--- src/sv/dpb_pkg.sv ---
// Package for the depth pixel back-projection core: constants, register codes and shared types.
package dpb_pkg;

   // Default values of the design parameters.
   localparam int COORD_FRAC_BITS_DEF  = 16;
   localparam int POINT_INDEX_BITS_DEF = 19;
   localparam int PIXEL_COORD_BITS_DEF = 12;

   // Fixed widths of the interface fields.
   localparam int DEPTH_BITS    = 16;
   localparam int COLOUR_BITS   = 8;
   localparam int RECIP_BITS    = 24;
   localparam int CENTER_BITS   = 13;
   localparam int WIDTH_BITS    = 12;
   localparam int POINTS_BITS   = 20;
   localparam int COORD_BITS    = 32;
   localparam int Z_BITS        = 24;
   localparam int INDEX_BITS    = 19;
   localparam int CSR_IDX_BITS  = 3;
   localparam int CSR_DATA_BITS = 24;

   // Configuration register indexes.
   typedef enum logic [CSR_IDX_BITS-1:0] {
      CSR_DEPTH_RECIP   = 3'd0,
      CSR_CENTER_X_HALF = 3'd1,
      CSR_CENTER_Y_HALF = 3'd2,
      CSR_RECIP_FX      = 3'd3,
      CSR_RECIP_FY      = 3'd4,
      CSR_FRAME_WIDTH   = 3'd5,
      CSR_MAX_POINTS    = 3'd6
   } csr_index_type;

   // Register values after reset.
   localparam logic        [RECIP_BITS-1:0]  DEPTH_RECIP_RST   = 24'd3355;
   localparam logic        [CENTER_BITS-1:0] CENTER_X_HALF_RST = 13'd639;
   localparam logic        [CENTER_BITS-1:0] CENTER_Y_HALF_RST = 13'd479;
   localparam logic signed [RECIP_BITS-1:0]  RECIP_FX_RST      = 24'sd34865;
   localparam logic signed [RECIP_BITS-1:0]  RECIP_FY_RST      = -24'sd34953;
   localparam logic        [WIDTH_BITS-1:0]  FRAME_WIDTH_RST   = 12'd640;
   localparam logic        [POINTS_BITS-1:0] MAX_POINTS_RST    = 20'd500000;

   // Point counter saturates here.
   localparam logic [POINTS_BITS-1:0] POINTS_SAT = '1;

   // Commands from the sequencer to the datapath.
   typedef struct packed {
      logic accept;    // take the input pixel, advance counters, form the raw depth product
      logic zfin;      // round and saturate the depth
      logic mul_zr;    // depth times reciprocal focal length
      logic mul_lo;    // low half of that product times the pixel offset
      logic mul_hi;    // high half, accumulated
      logic fin;       // round and saturate the coordinate
      logic axis;      // 0 for x, 1 for y
      logic load_out;  // move the finished point into the output register
   } dpb_cmd_type;

   // Status from the datapath to the sequencer.
   typedef struct packed {
      logic depth_zero;  // the offered pixel has no measurement
   } dpb_status_type;

endpackage

--- src/sv/depth_pixel_backprojection_core.sv ---
// Top level of the depth pixel back-projection core.
//
// Depth pixels arrive in raster order on the req_ channel; each carries a 16-bit raw depth,
// a start-of-frame flag and a BGR colour. The core keeps column and row counters, which
// advance on every pixel transfer, and a point counter, and turns every pixel with non-zero
// depth into one point on the rsp_ channel: z is the depth times the reciprocal depth scale,
// rounded and saturated to unsigned Q8.16 (with the default fraction width), and x and y are
// the pixel's half-pixel offset from the principal point times z times the reciprocal focal
// length, rounded half away from zero and saturated to signed Q15.16. Colour, the point's
// index within the frame and an overflow flag (set once max_points points have been given in
// the frame) travel with the point. A pixel with zero depth gives no transfer. A pixel with
// depth is taken in and its depth product formed, the depth is rounded, then x and y are each
// worked out on a single shared 24 by 24 bit multiplier (depth times reciprocal focal length,
// then the two 24-bit halves of that product times the offset, accumulated, then rounding),
// and the point is moved into the output register; no new pixel is taken before that move.
// The output register holds a finished point until it is taken, so the next pixel is accepted
// while a point still waits on a stalled rsp_ channel. Configuration is written through the
// csr_ port, which is always ready; the user must write it only while the core is idle, as
// the core does not enforce this. All seven registers take their documented values on reset.
module depth_pixel_backprojection_core #(
   parameter int COORD_FRAC_BITS  = dpb_pkg::COORD_FRAC_BITS_DEF,
   parameter int POINT_INDEX_BITS = dpb_pkg::POINT_INDEX_BITS_DEF,
   parameter int PIXEL_COORD_BITS = dpb_pkg::PIXEL_COORD_BITS_DEF
) (
   input  logic                                  clock,
   input  logic                                  reset,
   // Pixel input channel.
   input  logic                                  req_valid,
   output logic                                  req_stall,
   input  logic                                  req_start_of_frame,
   input  logic [dpb_pkg::DEPTH_BITS-1:0]        req_depth_raw,
   input  logic [dpb_pkg::COLOUR_BITS-1:0]       req_blue,
   input  logic [dpb_pkg::COLOUR_BITS-1:0]       req_green,
   input  logic [dpb_pkg::COLOUR_BITS-1:0]       req_red,
   // Point output channel.
   output logic                                  rsp_valid,
   input  logic                                  rsp_stall,
   output logic signed [dpb_pkg::COORD_BITS-1:0] rsp_point_x,
   output logic signed [dpb_pkg::COORD_BITS-1:0] rsp_point_y,
   output logic [dpb_pkg::Z_BITS-1:0]            rsp_point_z,
   output logic [dpb_pkg::COLOUR_BITS-1:0]       rsp_out_blue,
   output logic [dpb_pkg::COLOUR_BITS-1:0]       rsp_out_green,
   output logic [dpb_pkg::COLOUR_BITS-1:0]       rsp_out_red,
   output logic [dpb_pkg::INDEX_BITS-1:0]        rsp_point_index,
   output logic                                  rsp_overflow,
   // Configuration write channel.
   input  logic                                  csr_valid,
   output logic                                  csr_ready,
   input  logic [dpb_pkg::CSR_IDX_BITS-1:0]      csr_index,
   input  logic [dpb_pkg::CSR_DATA_BITS-1:0]     csr_data
);
   import dpb_pkg::*;

   dpb_cmd_type    cmd;
   dpb_status_type status;

   // Register writes complete in the cycle they are offered.
   assign csr_ready = 1'b1;

   dpb_ctrl u_ctrl (
      .clock     (clock),
      .reset     (reset),
      .req_valid (req_valid),
      .req_stall (req_stall),
      .rsp_valid (rsp_valid),
      .rsp_stall (rsp_stall),
      .status    (status),
      .cmd       (cmd)
   );

   dpb_datapath #(
      .COORD_FRAC_BITS  (COORD_FRAC_BITS),
      .POINT_INDEX_BITS (POINT_INDEX_BITS),
      .PIXEL_COORD_BITS (PIXEL_COORD_BITS)
   ) u_datapath (
      .clock              (clock),
      .reset              (reset),
      .cmd                (cmd),
      .status             (status),
      .csr_valid          (csr_valid && csr_ready),
      .csr_index          (csr_index),
      .csr_data           (csr_data),
      .req_start_of_frame (req_start_of_frame),
      .req_depth_raw      (req_depth_raw),
      .req_blue           (req_blue),
      .req_green          (req_green),
      .req_red            (req_red),
      .rsp_point_x        (rsp_point_x),
      .rsp_point_y        (rsp_point_y),
      .rsp_point_z        (rsp_point_z),
      .rsp_out_blue       (rsp_out_blue),
      .rsp_out_green      (rsp_out_green),
      .rsp_out_red        (rsp_out_red),
      .rsp_point_index    (rsp_point_index),
      .rsp_overflow       (rsp_overflow)
   );

endmodule

--- src/sv/dpb_datapath.sv ---
// Datapath of the depth pixel back-projection core: registers, counters, multiplier and output stage.
module dpb_datapath #(
   parameter int COORD_FRAC_BITS  = dpb_pkg::COORD_FRAC_BITS_DEF,
   parameter int POINT_INDEX_BITS = dpb_pkg::POINT_INDEX_BITS_DEF,
   parameter int PIXEL_COORD_BITS = dpb_pkg::PIXEL_COORD_BITS_DEF
) (
   input  logic                                  clock,
   input  logic                                  reset,
   input  dpb_pkg::dpb_cmd_type                  cmd,
   output dpb_pkg::dpb_status_type               status,
   input  logic                                  csr_valid,
   input  logic [dpb_pkg::CSR_IDX_BITS-1:0]      csr_index,
   input  logic [dpb_pkg::CSR_DATA_BITS-1:0]     csr_data,
   input  logic                                  req_start_of_frame,
   input  logic [dpb_pkg::DEPTH_BITS-1:0]        req_depth_raw,
   input  logic [dpb_pkg::COLOUR_BITS-1:0]       req_blue,
   input  logic [dpb_pkg::COLOUR_BITS-1:0]       req_green,
   input  logic [dpb_pkg::COLOUR_BITS-1:0]       req_red,
   output logic signed [dpb_pkg::COORD_BITS-1:0] rsp_point_x,
   output logic signed [dpb_pkg::COORD_BITS-1:0] rsp_point_y,
   output logic [dpb_pkg::Z_BITS-1:0]            rsp_point_z,
   output logic [dpb_pkg::COLOUR_BITS-1:0]       rsp_out_blue,
   output logic [dpb_pkg::COLOUR_BITS-1:0]       rsp_out_green,
   output logic [dpb_pkg::COLOUR_BITS-1:0]       rsp_out_red,
   output logic [dpb_pkg::INDEX_BITS-1:0]        rsp_point_index,
   output logic                                  rsp_overflow
);
   import dpb_pkg::*;

   localparam int PCB  = PIXEL_COORD_BITS;
   localparam int CW   = (PCB + 1 > WIDTH_BITS) ? PCB + 1 : WIDTH_BITS;
   localparam int DHB  = (PCB + 2 > CENTER_BITS + 1) ? PCB + 2 : CENTER_BITS + 1;
   localparam int DMB  = DHB - 1;
   localparam int ZPB  = DEPTH_BITS + RECIP_BITS;
   localparam int MB   = 2 * RECIP_BITS;
   localparam int AB   = 64;
   localparam int ZSH  = RECIP_BITS - COORD_FRAC_BITS;
   localparam logic [MB-1:0] ZRND = (MB'(1) << ZSH) >> 1;
   localparam int IDXK = (POINT_INDEX_BITS < INDEX_BITS) ? POINT_INDEX_BITS : INDEX_BITS;
   localparam int PSH  = 25;
   localparam logic [AB-1:0] PRND = AB'(1) << (PSH - 1);
   localparam int MAGB = AB - PSH;
   localparam logic [MAGB-1:0] POS_MAX = MAGB'(32'h7FFF_FFFF);
   localparam logic [MAGB-1:0] NEG_MAX = MAGB'(32'h8000_0000);

   // Configuration registers.
   logic        [RECIP_BITS-1:0]  depth_recip_ff;
   logic        [CENTER_BITS-1:0] center_x_ff;
   logic        [CENTER_BITS-1:0] center_y_ff;
   logic signed [RECIP_BITS-1:0]  recip_fx_ff;
   logic signed [RECIP_BITS-1:0]  recip_fy_ff;
   logic        [WIDTH_BITS-1:0]  frame_width_ff;
   logic        [POINTS_BITS-1:0] max_points_ff;

   // Counters.
   logic [PCB-1:0]         col_ff, col_in, col_cur;
   logic [PCB-1:0]         row_ff, row_in, row_cur;
   logic [POINTS_BITS-1:0] pts_ff, pts_in, pts_cur;
   logic [CW-1:0]          col_next;
   logic                   row_end;

   // Per-point working registers.
   logic [ZPB-1:0]               zp_ff;
   logic [Z_BITS-1:0]            z_ff;
   logic signed [DHB-1:0]        dx_ff, dy_ff, dx_in, dy_in;
   logic [DMB-1:0]               dx_mag, dy_mag, d_mag;
   logic [RECIP_BITS-1:0]        fx_mag, fy_mag;
   logic [COLOUR_BITS-1:0]       blue_ff, green_ff, red_ff;
   logic [INDEX_BITS-1:0]        idx_ff;
   logic                         ovf_ff;
   logic [MB-1:0]                zr_ff;
   logic [AB-1:0]                acc_ff;
   logic                         neg_ff;
   logic signed [COORD_BITS-1:0] x_ff, y_ff;

   // Shared multiplier and rounding.
   logic [RECIP_BITS-1:0]        mul_a, mul_b;
   logic [MB-1:0]                mul_p;
   logic [MB-1:0]                z_round;
   logic [AB-1:0]                acc_round;
   logic [MAGB-1:0]              mag;
   logic signed [COORD_BITS-1:0] coord;

   assign status.depth_zero = (req_depth_raw == '0);

   // Counter update for the pixel being accepted.
   always_comb begin
      col_cur  = req_start_of_frame ? '0 : col_ff;
      row_cur  = req_start_of_frame ? '0 : row_ff;
      pts_cur  = req_start_of_frame ? '0 : pts_ff;
      col_next = CW'(col_cur) + CW'(1);
      row_end  = (col_next >= CW'(frame_width_ff)) || col_next[PCB];
      col_in   = row_end ? '0 : col_next[PCB-1:0];
      row_in   = row_end ? row_cur + PCB'(1) : row_cur;
      pts_in   = (!status.depth_zero && pts_cur != POINTS_SAT) ?
                 pts_cur + POINTS_BITS'(1) : pts_cur;
      dx_in    = $signed(DHB'({col_cur, 1'b0})) - $signed(DHB'(center_x_ff));
      dy_in    = $signed(DHB'({row_cur, 1'b0})) - $signed(DHB'(center_y_ff));
   end

   // Magnitudes and operand selection for the shared multiplier.
   always_comb begin
      dx_mag = dx_ff[DHB-1] ? DMB'(-dx_ff) : DMB'(dx_ff);
      dy_mag = dy_ff[DHB-1] ? DMB'(-dy_ff) : DMB'(dy_ff);
      fx_mag = recip_fx_ff[RECIP_BITS-1] ? RECIP_BITS'(-recip_fx_ff) : recip_fx_ff;
      fy_mag = recip_fy_ff[RECIP_BITS-1] ? RECIP_BITS'(-recip_fy_ff) : recip_fy_ff;
      d_mag  = cmd.axis ? dy_mag : dx_mag;
      if (cmd.mul_zr) begin
         mul_a = z_ff;
         mul_b = cmd.axis ? fy_mag : fx_mag;
      end else if (cmd.mul_hi) begin
         mul_a = zr_ff[MB-1:RECIP_BITS];
         mul_b = RECIP_BITS'(d_mag);
      end else begin
         mul_a = zr_ff[RECIP_BITS-1:0];
         mul_b = RECIP_BITS'(d_mag);
      end
      mul_p = mul_a * mul_b;
   end

   // Depth rounding and coordinate rounding with saturation.
   always_comb begin
      z_round   = (MB'(zp_ff) + ZRND) >> ZSH;
      acc_round = acc_ff + PRND;
      mag       = acc_round[AB-1:PSH];
      if (neg_ff) begin
         coord = (mag >= NEG_MAX) ? $signed(32'h8000_0000) : $signed(32'd0 - mag[31:0]);
      end else begin
         coord = (mag > POS_MAX) ? $signed(32'h7FFF_FFFF) : $signed(mag[31:0]);
      end
   end

   // Configuration and counters.
   always_ff @(posedge clock) begin
      if (reset) begin
         depth_recip_ff <= DEPTH_RECIP_RST;
         center_x_ff    <= CENTER_X_HALF_RST;
         center_y_ff    <= CENTER_Y_HALF_RST;
         recip_fx_ff    <= RECIP_FX_RST;
         recip_fy_ff    <= RECIP_FY_RST;
         frame_width_ff <= FRAME_WIDTH_RST;
         max_points_ff  <= MAX_POINTS_RST;
         col_ff         <= '0;
         row_ff         <= '0;
         pts_ff         <= '0;
      end else begin
         if (csr_valid) begin
            unique case (csr_index)
               CSR_DEPTH_RECIP:   depth_recip_ff <= csr_data;
               CSR_CENTER_X_HALF: center_x_ff    <= csr_data[CENTER_BITS-1:0];
               CSR_CENTER_Y_HALF: center_y_ff    <= csr_data[CENTER_BITS-1:0];
               CSR_RECIP_FX:      recip_fx_ff    <= $signed(csr_data);
               CSR_RECIP_FY:      recip_fy_ff    <= $signed(csr_data);
               CSR_FRAME_WIDTH:   frame_width_ff <= csr_data[WIDTH_BITS-1:0];
               CSR_MAX_POINTS:    max_points_ff  <= csr_data[POINTS_BITS-1:0];
               default: ;
            endcase
         end
         if (cmd.accept) begin
            col_ff <= col_in;
            row_ff <= row_in;
            pts_ff <= pts_in;
         end
      end
   end

   // Working registers of the point in progress.
   always_ff @(posedge clock) begin
      if (cmd.accept) begin
         zp_ff    <= ZPB'(req_depth_raw) * ZPB'(depth_recip_ff);
         dx_ff    <= dx_in;
         dy_ff    <= dy_in;
         blue_ff  <= req_blue;
         green_ff <= req_green;
         red_ff   <= req_red;
         idx_ff   <= INDEX_BITS'(pts_cur[IDXK-1:0]);
         ovf_ff   <= (pts_cur >= max_points_ff);
      end
      if (cmd.zfin) begin
         z_ff <= (z_round[MB-1:Z_BITS] != '0) ? '1 : z_round[Z_BITS-1:0];
      end
      if (cmd.mul_zr) begin
         zr_ff  <= mul_p;
         neg_ff <= (cmd.axis ? dy_ff[DHB-1] : dx_ff[DHB-1]) ^
                   (cmd.axis ? recip_fy_ff[RECIP_BITS-1] : recip_fx_ff[RECIP_BITS-1]);
      end
      if (cmd.mul_lo) begin
         acc_ff <= AB'(mul_p);
      end
      if (cmd.mul_hi) begin
         acc_ff <= acc_ff + AB'({mul_p, {RECIP_BITS{1'b0}}});
      end
      if (cmd.fin) begin
         if (cmd.axis) begin
            y_ff <= coord;
         end else begin
            x_ff <= coord;
         end
      end
      if (cmd.load_out) begin
         rsp_point_x     <= x_ff;
         rsp_point_y     <= y_ff;
         rsp_point_z     <= z_ff;
         rsp_out_blue    <= blue_ff;
         rsp_out_green   <= green_ff;
         rsp_out_red     <= red_ff;
         rsp_point_index <= idx_ff;
         rsp_overflow    <= ovf_ff;
      end
   end

endmodule

--- src/sv/dpb_ctrl.sv ---
// Sequencer of the depth pixel back-projection core: state machine and output handshake.
module dpb_ctrl (
   input  logic                    clock,
   input  logic                    reset,
   input  logic                    req_valid,
   output logic                    req_stall,
   output logic                    rsp_valid,
   input  logic                    rsp_stall,
   input  dpb_pkg::dpb_status_type status,
   output dpb_pkg::dpb_cmd_type    cmd
);
   import dpb_pkg::*;

   typedef enum logic [6:0] {
      ST_IDLE  = 7'b000_0001,
      ST_ZFIN  = 7'b000_0010,
      ST_MULR  = 7'b000_0100,
      ST_MULLO = 7'b000_1000,
      ST_MULHI = 7'b001_0000,
      ST_FIN   = 7'b010_0000,
      ST_PUT   = 7'b100_0000
   } state_type;

   state_type state_ff, state_in;
   logic      axis_ff, axis_in;
   logic      rsp_valid_ff, rsp_valid_in;
   logic      slot_free;

   assign req_stall = reset || (state_ff != ST_IDLE);
   assign rsp_valid = rsp_valid_ff;
   assign slot_free = !rsp_valid_ff || !rsp_stall;

   always_comb begin
      state_in = state_ff;
      axis_in  = axis_ff;
      cmd      = '0;
      cmd.axis = axis_ff;
      unique case (state_ff)
         ST_IDLE: begin
            if (req_valid && !reset) begin
               cmd.accept = 1'b1;
               if (!status.depth_zero) begin
                  axis_in  = 1'b0;
                  state_in = ST_ZFIN;
               end
            end
         end
         ST_ZFIN: begin
            cmd.zfin = 1'b1;
            state_in = ST_MULR;
         end
         ST_MULR: begin
            cmd.mul_zr = 1'b1;
            state_in   = ST_MULLO;
         end
         ST_MULLO: begin
            cmd.mul_lo = 1'b1;
            state_in   = ST_MULHI;
         end
         ST_MULHI: begin
            cmd.mul_hi = 1'b1;
            state_in   = ST_FIN;
         end
         ST_FIN: begin
            cmd.fin = 1'b1;
            if (axis_ff) begin
               state_in = ST_PUT;
            end else begin
               axis_in  = 1'b1;
               state_in = ST_MULR;
            end
         end
         ST_PUT: begin
            if (slot_free) begin
               cmd.load_out = 1'b1;
               state_in     = ST_IDLE;
            end
         end
         default: state_in = ST_IDLE;
      endcase
   end

   always_comb begin
      priority if (cmd.load_out) begin
         rsp_valid_in = 1'b1;
      end else if (!rsp_stall) begin
         rsp_valid_in = 1'b0;
      end else begin
         rsp_valid_in = rsp_valid_ff;
      end
   end

   always_ff @(posedge clock) begin
      if (reset) begin
         state_ff     <= ST_IDLE;
         axis_ff      <= 1'b0;
         rsp_valid_ff <= 1'b0;
      end else begin
         state_ff     <= state_in;
         axis_ff      <= axis_in;
         rsp_valid_ff <= rsp_valid_in;
      end
   end

endmodule

--- config.mk ---
export PLATFORM = sky130hd
export DESIGN_NAME = depth_pixel_backprojection_core
export DESIGN_NICKNAME = d
export VERILOG_FILES = /design/src/sv/dpb_pkg.sv /design/src/sv/depth_pixel_backprojection_core.sv /design/src/sv/dpb_datapath.sv /design/src/sv/dpb_ctrl.sv
export SDC_FILE = /design/constraint.sdc
export NUM_CORES = 2
export LEC_CHECK = 0
export BUFFER_PORTS_ARGS = -buffer_cell sky130_fd_sc_hd__buf_4
export CORE_MARGIN = 5
export CORE_UTILIZATION = 45
export CTS_BUF_LIST = sky130_fd_sc_hd__clkbuf_2 sky130_fd_sc_hd__clkbuf_4 sky130_fd_sc_hd__clkbuf_8
export DETAILED_ROUTE_END_ITERATION = 10
export GPL_TIMING_DRIVEN = 0
export PLACE_DENSITY = 0.66
export SLEW_MARGIN = 20
export SYNTH_ARGS = -nofsm -noshare
export SYNTH_HDL_FRONTEND = slang
export SYNTH_SLANG_ARGS = --single-unit
--- constraint.sdc ---
create_clock -name clock -period 31.9 [get_ports clock]
set_clock_uncertainty 0.15 [all_clocks]
set_input_delay 3.19 -clock clock [delete_from_list [all_inputs] [get_ports clock]]
set_output_delay 3.19 -clock clock [all_outputs]
set_load 0.05 [all_outputs]
After elaboration in Yosys (flattened, before gate mapping):

Index checks and enable logic that the tools add are counted.

* register bits after elaboration: 628
* latch bits: 0
* bits in writable memories: 0
* memory bits (read-only): 0
* input port bits: 73
* output and inout port bits: 135
* logic and storage cells: 141
* memories kept: 0

* $add $sub $neg: 13
* $mul: 2
* divide/modulo/power cells: 0
* magnitude comparators: 4
* equal/unequal tests: 19
* shift operators: 0
* muxes and demuxes: 41
* bitwise operators: 2
* reductions and logical operators: 25

Operator list (count)
* 24-bit two-way mux: 6
* 64-bit two-way mux: 2
* 32-bit two-way mux: 3
* 64-bit by 25-bit adder with 64-bit output (second input constant): 1
* 64-bit adder: 1
* 7-bit one-hot mux with 7 select lines: 1
* 24-bit by 24-bit multiplier with 48-bit output: 1
* 12-bit two-way mux: 4
* 24-bit negation: 2
* 40-bit by 8-bit adder with 41-bit output (second input constant): 1
* 16-bit by 24-bit multiplier with 40-bit output: 1
* 20-bit two-way mux: 2
* 39-bit by 32-bit greater-or-equal comparator with 1-bit output (second input constant): 1
* 39-bit by 31-bit > comparator with 1-bit output (second input constant): 1
* 13-bit two-way mux: 3
* 1-bit by 32-bit subtractor with 32-bit output (first input constant): 1
* 7-bit two-way mux: 4
* 13-bit by 13-bit subtractor with 14-bit output: 2
* 13-bit negation: 2
* 24-bit nonzero test: 1
* 20-bit by 1-bit adder with 20-bit output (second input constant): 1
* 20-bit greater-or-equal comparator: 1
* 20-bit != test (second input constant): 1
* 2-bit AND reduction: 9
* 27 further kinds: 54

Depth between registers and ports, before layout:

* depth in word-level cells: 7
* mapped depth: 47
* depth with buffers taken out: 45

Cells and area by module:

A second synthesis with hierarchy kept.

* cells, all modules: 6276
* area total of the unflattened synthesis: 59609.7 um2

By module, submodules not included
* dpb_datapath: instances 1, cells an instance 6208, area each 59070.4 um2, seq. area each 15915.3 um2
* dpb_ctrl: instances 1, cells an instance 66, area each 528.0 um2, seq. area each 180.2 um2
* depth_pixel_backprojection_core: instances 1, cells an instance 2, area each 11.3 um2, seq. area each 0.0 um2

Worst setup path after synthesis:

OpenSTA, ideal clock, no wires.

* path type: flip-flop to flip-flop
* start point: register u_ctrl.state_ff[3]
* end point: register u_datapath.acc_ff[60] (data pin)
* setup time: 0.266 ns
* data arrival time: 11.428 ns
* data required time: 31.484 ns
* setup slack: 20.056 ns
* cell stages (with the launch flop): 41
* buffers on the path: 4
* period minus slack after synthesis: 11.844 ns
* cell sequence: dfxtp_1 nor2_1 nand2_1 or4b_2 clkbuf_1 clkinv_1 buf_2 clkbuf_1 buf_1 o21a_1 nor2_1 fa_1 fa_1 inv_1 fa_1 fa_1 inv_1 fa_1 [... 5 more ...] a21oi_1 o21ai_0 a211o_1 a31o_2 a21o_1 a311oi_1 xnor2_1 ha_1 a21o_1 a21o_1 a21o_1 a21oi_1 o21bai_1 a31o_2 a21o_1 a21oi_1 xor2_1 nor2_1

* cells in the longest elaborated chain, start to end: 7
* elaborated cells on any way between the ends: 10
* those cells by class: add/sub: 1; mul: 1; eq/ne: 2; mux: 6

RTL lines
* from (decl): RTL line dpb_ctrl.sv:24 `state_type state_ff, state_in;`
* from (signal assigned): RTL line dpb_ctrl.sv:99 `state_ff <= state_in;`
* 7-bit by 5-bit == test with 1-bit output: RTL line dpb_ctrl.sv:38 `unique case (state_ff)`
* 1-bit two-way mux: RTL line dpb_ctrl.sv:38
* 24-bit two-way mux: RTL line dpb_datapath.sv:111 `end else if (cmd.mul_hi) begin`
* 24-bit two-way mux: RTL line dpb_datapath.sv:108 `if (cmd.mul_zr) begin`
* 24-bit by 24-bit multiplier with 48-bit output (*): RTL line dpb_datapath.sv:118 `mul_p = mul_a * mul_b;`
* net u_datapath.mul_p[29]: RTL line dpb_datapath.sv:78 `logic [MB-1:0] mul_p;`
* 64-bit adder (*): RTL line dpb_datapath.sv:191 `acc_ff <= acc_ff + AB'({mul_p, {RECIP_BITS{1'b0}}});`
* 64-bit two-way mux (*): RTL line dpb_datapath.sv:190 `if (cmd.mul_hi) begin`
* to (signal assigned): RTL line dpb_datapath.sv:188 `acc_ff <= AB'(mul_p);`
* to (signal assigned): RTL line dpb_datapath.sv:191
* to (decl): RTL line dpb_datapath.sv:72 `logic [AB-1:0] acc_ff;`

Mark *: on every way through the listed nets, which the timed path passes. The rest lies on a longest branch.
A chain may end at the register's enable or synchronous reset.

Final worst setup path:

Ends and elaborated chain as after synthesis.

==> run metrics <==
Final Util 0.503; Worst Setup End Kind flip-flop; All-Layer GR Usage 0.258; Max FO, Critical Path 10; commonest cells in the netlist nand2_1, inv_1, fa_1, edfxtp_1, ha_1; net total in the final layout 7776; largest net degree at the start of global routing 47; PwrDens 95.9 nW/um^2; num rows 132; global-route wire length before repair 271000 microns; final wirelength 178000 microns; CP required 32220 ps; vias in the first global route 45.9k; Crit path depth 43; RSZ-0062 raised after global routing no; setup TNS 0 ps; Wirelength per Cell 21.2 microns; Worst-Margin Slew 1290 ps; Peak VDD IR 0.000184 V; vias per inst 5.43; via count 45.4k; clock buffer depth 3; syn_nets 7456; GRT overflow 0; setup bufs post-CTS 0; status complete, no violations; slew margin rel. 0.136; Seq/Total Area, Yosys 0.273; post-cts gate resize count 0; worst skew pair latency 810 ps; H-tree depth 3; final std cells w/o fill 8360; Detailed Routing Iterations Pass 1 6; CTS tree built; CP Class reg2reg; Antenna Nets Post-Route 0; die footprint 138000 sq um; post-synth top area share 0.268; CTS buffer count 101; Synth Cell Area 59000 sq um; DP HPWL 145000 microns; R2R depth 43; initial drt markers 3705; area of the core 130000 sq um; Syn. warnings 0; number of synthesized flops with an enable pin 414; Yosys cell types 93; worst path bufs/invs 11; delay of the slowest cell on the worst path 680 ps; fin. max-slew vios 0; Final setup viols 0; PortBufs 200; Max-cap violations 0; area delta synth->final 10.7%; Worst Hold Depth 0; final worst-path cycle share 0.421; Root Buffer clkbuf_8; Slowest-stage cell, CP o21ai_1; ys async rst share 0; Synth Area per Inst 9.50 sq um; initial antenna violation count 12; FF+latch count, synth 597; leading area contributor after synthesis fa_1; Die Span Y 372 microns; io pins 208; Crit path arrival time 13750 ps; fraction of layout cells with a size suffix above 1 0.0756; Pleak 29.1 nW; Sink Count 597; minimum clock period 13430 ps; Final Hold Fails 0; top_reg_cell synth edfxtp_1; Synth area leaders fa_1, edfxtp_1, ha_1; most common cell in the netlist nand2_1; Residual DRC 0; Initial Util 0.454; cell repeated most along the worst path fa_1; placed insts 8163; hold crit path type reg2reg; Worst setup SP type flip-flop; CTS Hold Bufs 0; cells after synthesis 6204; Final Power 6.26 mW; Largest delay share family, worst path adder cells; Achievable Freq 74.5 MHz; Placer Congestion 1.02; Die X 372 microns; clock-pin slew on the worst setup and hold paths 60 ps
==> worst reg2reg max path, delay by kind of cell (launching register included) <==
| kind | cells | cell delay, ps |
|---|---|---|
| adder cells (fa/ha/maj) | 9 | 4380 |
| flip-flops | 1 | 310 |
| buffers and inverters | 11 | 2660 |
| AND/OR/NAND/NOR | 6 | 1290 |
| AO/OA/AOI/OAI | 15 | 3790 |
| XOR/XNOR | 2 | 550 |
==> area by class of cell <==
class,count,area [sq um]
Clock buffer,136,1680
Tap cell,1742,2180
Fill cell,12070,64500
Buffer,267,1060
Timing Repair Buffer,217,1870
Sequential cell,597,16100
Clock inverter,53,453
Antenna cell,8,20.0
Inverter,979,3670
Multi-Input combinational cell,4361,38200
==> power breakdown <==
part           switching [mW]  total (mW)  internal, mW
sequential             0.0316        1.03         0.995
combinational            2.78        4.51          1.72
clock                   0.329       0.725         0.396
==> stage by stage <==
step,worst slack (ps),hold slack [ps],cell area [sq um]
floorplan,20060,250,59000
global placement,16900,250,62600
detailed placement,18640,255,63100
CTS,18560,200,65200
global route,17660,226,65300
finish,18470,231,65300
==> registers in the layout, summed over array words and instances, names as in the netlist, 24 cells and up <==
register and count:
u_datapath.zr_ff 48, u_datapath.acc_ff 40, u_datapath.zp_ff 33, u_datapath.rsp_point_x 32, u_datapath.rsp_point_y 32, u_datapath.x_ff 32
u_datapath.y_ff 32, u_datapath.depth_recip_ff 24, u_datapath.recip_fx_ff 24, u_datapath.recip_fy_ff 24, u_datapath.rsp_point_z 24, u_datapath.z_ff 24
==> layer usage <==
layer / vias to the layer above / global-route usage / part of all wire
met5: - / 0 / 0.00026
met4: 6 / 0.108 / 0.049
met2: 1879 / 0.403 / 0.44
li1: 20490 / - / -
met3: 414 / 0.0584 / 0.094
met1: 22635 / 0.349 / 0.41
==> cell usage in the layout, fill, tap and decap left out, types with 100 or more instances in the layout <==
master / netlist / layout
edfxtp_1: 414 / 414
nor2_1: 360 / 360
nand3_1: 104 / 104
o21ai_0: 143 / 141
buf_4: 3 / 206
dfxtp_1: 183 / 183
xnor2_1: 168 / 168
a21oi_1: 216 / 214
xor2_1: 100 / 100
clkbuf_1: 237 / 236
fa_1: 790 / 790
nand2_1: 1098 / 1098
ha_1: 389 / 389
clkbuf_8: 0 / 106
inv_1: 977 / 977
and2_1: 198 / 197
==> cell families after synthesis <==
group | Yosys count | share of synthesized area
AO/OA/AOI/OAI | 715 | 0.0774
XOR/XNOR | 269 | 0.0402
adder cells (fa/ha/maj) | 1179 | 0.351
buffers and inverters | 1246 | 0.0803
flip-flops | 597 | 0.273
multiplexers | 66 | 0.0139
other | 1 | 0.0000636
AND/OR/NAND/NOR | 2131 | 0.164
==> path summary, 6_finish.rpt <==
kind                        from                    endpoint  slack [ps]
min          u_datapath.y_ff[10]  u_datapath.rsp_point_y[10]         230
max reg2reg   u_ctrl.state_ff[3]       u_datapath.acc_ff[60]       18470
max           u_ctrl.state_ff[3]       u_datapath.acc_ff[60]       18470
min reg2reg  u_datapath.y_ff[10]  u_datapath.rsp_point_y[10]         230
Note: power is estimated with default switching activity, not from simulation.
